===== src/sv/lsq_pkg.sv =====
package lsq_pkg;

    // defaults for the top-level parameters
    localparam int MAX_SEGMENT_POINTS_DEF = 1024;
    localparam int CORDIC_STEPS_DEF       = 16;

    // fixed datapath widths
    localparam int RANGE_W   = 16;
    localparam int ANGLE_W   = 16;
    localparam int PT_W      = 17;   // rounded cartesian coordinate
    localparam int SUM_W     = 28;
    localparam int VCNT_W    = 11;
    localparam int CORDIC_W  = 35;   // cordic x and y
    localparam int Z_W       = 33;   // cordic angle accumulator
    localparam int ATAN_W    = 30;
    localparam int ATAN_IX_W = 5;
    localparam int MUL_W     = 34;
    localparam int PROD_W    = 64;
    localparam int APB_AW    = 5;
    localparam int APB_DW    = 32;

    localparam logic [15:0] INV_GAIN = 16'd39797;

    // register reset values
    localparam logic [15:0] NEAR_MM_RST      = 16'd0;
    localparam logic [15:0] FAR_MM_RST       = 16'd65535;
    localparam logic [10:0] MIN_POINTS_RST   = 11'd3;
    localparam logic [10:0] MAX_POINTS_RST   = 11'd50;
    localparam logic [15:0] MIN_DISTANCE_RST = 16'd0;
    localparam logic [15:0] MAX_DISTANCE_RST = 16'd10000;
    localparam logic [15:0] MIN_WIDTH_RST    = 16'd0;

    typedef struct packed {
        logic [RANGE_W-1:0]        range_mm;
        logic signed [ANGLE_W-1:0] beam_angle;
        logic                      last_of_segment;
    } t_in_item;

    typedef struct packed {
        logic              segment_accepted;
        logic [1:0]        reject_reason;
        logic [VCNT_W-1:0] valid_points;
    } t_out_item;

    typedef struct packed {
        logic                   done;
        logic signed [PT_W-1:0] x;
        logic signed [PT_W-1:0] y;
    } t_cordic_res;

    typedef enum logic [1:0] {
        REASON_NONE  = 2'd0,
        REASON_COUNT = 2'd1,
        REASON_DIST  = 2'd2,
        REASON_WIDTH = 2'd3
    } t_reason;

    typedef enum logic [2:0] {
        REG_NEAR_MM      = 3'd0,
        REG_FAR_MM       = 3'd1,
        REG_MIN_POINTS   = 3'd2,
        REG_MAX_POINTS   = 3'd3,
        REG_MIN_DISTANCE = 3'd4,
        REG_MAX_DISTANCE = 3'd5,
        REG_MIN_WIDTH    = 3'd6
    } t_reg_idx;

    typedef enum logic [3:0] {
        ST_IDLE,
        ST_CORDIC,
        ST_ACCUM,
        ST_COUNT,
        ST_SQ_Y,
        ST_LO,
        ST_LO_SQ,
        ST_HI,
        ST_HI_SQ,
        ST_DIST,
        ST_DX,
        ST_DY,
        ST_WSQ,
        ST_WCMP,
        ST_OUT
    } t_state;

    // atan(2^-i) with 2^31 standing for pi
    function automatic logic [ATAN_W-1:0] atan_val(input logic [ATAN_IX_W-1:0] idx);
        logic [ATAN_W-1:0] v;
        case (idx)
            5'd0:    v = 30'h20000000;
            5'd1:    v = 30'h12E4051E;
            5'd2:    v = 30'h09FB385B;
            5'd3:    v = 30'h051111D4;
            5'd4:    v = 30'h028B0D43;
            5'd5:    v = 30'h0145D7E1;
            5'd6:    v = 30'h00A2F61E;
            5'd7:    v = 30'h00517C55;
            5'd8:    v = 30'h0028BE53;
            5'd9:    v = 30'h00145F2F;
            5'd10:   v = 30'h000A2F98;
            5'd11:   v = 30'h000517CC;
            5'd12:   v = 30'h00028BE6;
            5'd13:   v = 30'h000145F3;
            5'd14:   v = 30'h0000A2FA;
            5'd15:   v = 30'h0000517D;
            5'd16:   v = 30'h000028BE;
            5'd17:   v = 30'h0000145F;
            5'd18:   v = 30'h00000A30;
            5'd19:   v = 30'h00000518;
            5'd20:   v = 30'h0000028C;
            5'd21:   v = 30'h00000146;
            5'd22:   v = 30'h000000A3;
            5'd23:   v = 30'h00000051;
            default: v = '0;
        endcase
        return v;
    endfunction

    // round to nearest in 16 fraction bits, clamp to the coordinate range
    function automatic logic signed [PT_W-1:0] round_sat(input logic signed [CORDIC_W:0] v);
        logic signed [CORDIC_W+1:0] t;
        logic signed [20:0]         q;
        logic signed [PT_W-1:0]     r;
        t = {v[CORDIC_W], v} + (CORDIC_W+2)'(32768);
        q = 21'(t >>> 16);
        if (q > 21'sd65535) begin
            r = 17'sd65535;
        end else if (q < -21'sd65536) begin
            r = -17'sd65536;
        end else begin
            r = q[PT_W-1:0];
        end
        return r;
    endfunction

endpackage


===== src/sv/lsq_mul.sv =====
module lsq_mul (
    input  logic                               i_clk,
    input  logic signed [lsq_pkg::MUL_W-1:0]   i_a,
    input  logic signed [lsq_pkg::MUL_W-1:0]   i_b,
    output logic        [lsq_pkg::PROD_W-1:0]  o_p
);

    logic signed [2*lsq_pkg::MUL_W-1:0] full;
    logic        [lsq_pkg::PROD_W-1:0]  r_p;

    assign full = i_a * i_b;

    // product wraps at 64 bits
    always_ff @(posedge i_clk) begin
        r_p <= full[lsq_pkg::PROD_W-1:0];
    end

    assign o_p = r_p;

endmodule


===== config.mk =====
export PLATFORM = sky130hd
export DESIGN_NAME = lsq_mul
export DESIGN_NICKNAME = d
export VERILOG_FILES = /design/src/sv/lsq_pkg.sv /design/src/sv/lsq_mul.sv
export SDC_FILE = /design/constraint.sdc
export NUM_CORES = 2
export LEC_CHECK = 0
export ABC_AREA = 1
export BUFFER_PORTS_ARGS = -buffer_cell sky130_fd_sc_hd__buf_2
export CAP_MARGIN = 20
export CELL_PAD_IN_SITES_DETAIL_PLACEMENT = 0
export CELL_PAD_IN_SITES_GLOBAL_PLACEMENT = 1
export CORE_UTILIZATION = 50
export DETAILED_ROUTE_END_ITERATION = 8
export PLACE_DENSITY_LB_ADDON = 0.1
export SKIP_LAST_GASP = 1
export SYNTH_ARGS = -nofsm -noshare
export SYNTH_HDL_FRONTEND = slang
export SYNTH_SLANG_ARGS = --single-unit

===== constraint.sdc =====
create_clock -name i_clk -period 7.8 [get_ports i_clk]
set_input_delay 0.39 -clock i_clk [delete_from_list [all_inputs] [get_ports i_clk]]
set_output_delay 0.39 -clock i_clk [all_outputs]
set_load 0.01 [all_outputs]

==> reports/results.ini <==
[cells_and_area]
diodes = 0
utilization_pct = 54.0
nNetsFinal = 7088
syn_to_final_growth_pct = 6.83
largest_reg_flops = 64
drive_gt1_share_pct = 7.24
n_fill_cell = 8493

[global_route]
busiest_layer = met2
grt_pass1_wl_um = 209000
grt_max_degree = 35
antenna_found_initial = 2
use_met2_pct = 50.7
grt.total_usage_pct = 30.8
met3_usage_pct = 2.28
grt_pass1_vias = 36000
gr-total-overflow = 0
grt_util_met1_pct = 45.2

[synth]
ys_types = 36
synth.yosys.seq_area_share_pct = 2.92
synth_area_leaders = fa_1 54%, inv_1 16%, nand2_1 12%, ha_1 5.7%, dfxtp_1 2.9%
netlist.area_leader.share_pct = 54.4
async_flop_share_pct = 0
synthFlopType = dfxtp_1
syn-cell-area_um2 = 43800
yosysTopAreaCell = fa_1
ys_ff_latch = 64
synth-edff-count = 0
ys.warnings.count = 0
syn_inst = 5555
postSynthAreaPerCell_um2 = 7.89
syn_nets = 7015

[route]
drt_pass1_iterations = 6
drt-total-wl_um = 129000
routed_via_density = 4.89
drc = 0
vias = 33200
ant_nets = 0
first_iter_violations = 2323
wl_per_cell_um = 19.0

[sta]
timing_hold_violations_final = 0
max_freq_ghz = 0.135
drv_slew = 0
fin_crit_sh_pct = 94.9
period_minus_slack_ns = 7.40
finalSetupViolCount = 0
whs_ns = 0.657
grt_setup_unrepaired = no
relSlewSlack_pct = 39.6
fin_setup_tns_ns = 0
worstMarginPinSlew_ns = 0.904

[floorplanning]
ios = 133
die_w_um = 298
core_area_um2 = 86800
die_h_um = 298
placementRows = 108
dieArea_um2 = 88900
start_util_pct = 50.5

[clock_network]
ctsHoldBuffers = 0
cts_max_level = 3
cts.path.max_buffers = 2
cts_root_buf = clkbuf_16
cts_sinks = 64
clkTransAtPathRegs_ns = 0.07
postCtsSetupBuffers = 0
cts_tree = done
numCtsBuffers = 9

[critical_path]
worstSetupPathType = input pin to register
cp-end-kind = register
worst_ep_arrival_time_ns = 7.72
cp_data_required_time_ns = 8.11
cp-start-kind = input pin
cp_max_fo = 19

[worst_hold_path]
hp-class = input pin to register
holdPathStages = 4

[placement]
dp_hpwl_um = 115000
numPortBuffers = 132
globalplace.congestion = 0.958

[outcome]
status = completed

[flow_run]
cap_violations = 0

[logic make-up (layout without fill, tap and decap cells)]
logic type	after synthesis	count (layout)	synth area share, %
flip-flops	64	64	2.92
adder cells (fa/ha/maj)	1391	1391	60.1
buffers and inverters	2164	2242	18.5
AND/OR/NAND/NOR	1731	1731	15.6
AO/OA/AOI/OAI	157	157	1.91
XOR/XNOR	48	48	0.959
[layer usage]
| layer | share of wire, % | wire length (µm) |
|---|---|---|
| met2 | 48 | 62100 |
| met5 | 0 | 0 |
| met4 | 1.7 | 2180 |
| met1 | 45 | 58300 |
| met3 | 4.8 | 6210 |
[metrics by stage]
stage / setup slack (ns) / area, µm² / cells
after detailed placement: 0.0484 / 46500 / 6772
after global routing: 0.0492 / 46800 / 6788
after global placement: 0.00422 / 46500 / 6772
after CTS: 0.369 / 46800 / 6788
final: 0.397 / 46800 / 6788
after floorplan: 0.775 / 43800 / 5555
[critical path, stage by stage]
cell and delay, ns:
buf_2 0.46, buf_4 0.26, nand2_1 0.08, fa_1 0.51, fa_1 0.50, inv_1 0.05
fa_1 0.52, inv_1 0.08, fa_1 0.45, fa_1 0.57, inv_1 0.08, fa_1 0.58
fa_1 0.53, inv_1 0.06, fa_1 0.57, inv_1 0.07, ha_1 0.37, a21oi_1 0.28
o21ai_0 0.18, a21oi_1 0.29, nand2_1 0.17, a21oi_1 0.15, nand2_1 0.07, xor2_1 0.26
buf_4 0.16
[what timing repair did]
action,in CTS,in global routing
endpoints found under the setup margin,0,2
hold endpoints to repair,0,0
gates resized for setup,0,2
[placed cells by master, fill, tap and decap left out, types with 12 or more instances in the layout]
master,count
a21oi_1,84
buf_2,130
buf_4,188
dfxtp_1,64
fa_1,1192
ha_1,199
inv_1,1884
inv_2,12
nand2_1,1409
nand2_2,17
nand3_1,68
nand4_1,15
nor2_1,174
nor2_2,12
o21ai_0,47
xor2_1,39
[synth_stat cells (all sizes together), types with 8 or more instances]
master     n
a21oi     85
buf        8
clkbuf   260
dfxtp     64
fa      1192
ha       199
inv     1896
nand2   1426
nand3     71
nand4     15
nor2     189
nor3      11
o21ai     55
o21bai     9
or2       13
xnor2      9
xor2      39
[cell type report]
| class | instances | area, µm² | share of cell area, % |
|---|---|---|---|
| Clock buffer | 10 | 239 | 0.510 |
| Clock inverter | 6 | 43.8 | 0.0935 |
| Inverter | 1896 | 7120 | 15.2 |
| Multi-Input combinational cell | 3327 | 34400 | 73.5 |
| Sequential cell | 64 | 1280 | 2.74 |
| Tap cell | 1155 | 1450 | 3.09 |
| Timing Repair Buffer | 330 | 2280 | 4.86 |
[path summary, 6_finish.rpt]
path | to | start | slack (ns)
setup / recovery | o_p[47] | i_a[24] | 0.40
hold / removal | o_p[0] | i_b[0] | 0.66
Power is not shown: default switching activity piles up to over one toggle a cycle in this logic, so the estimate is an artifact.
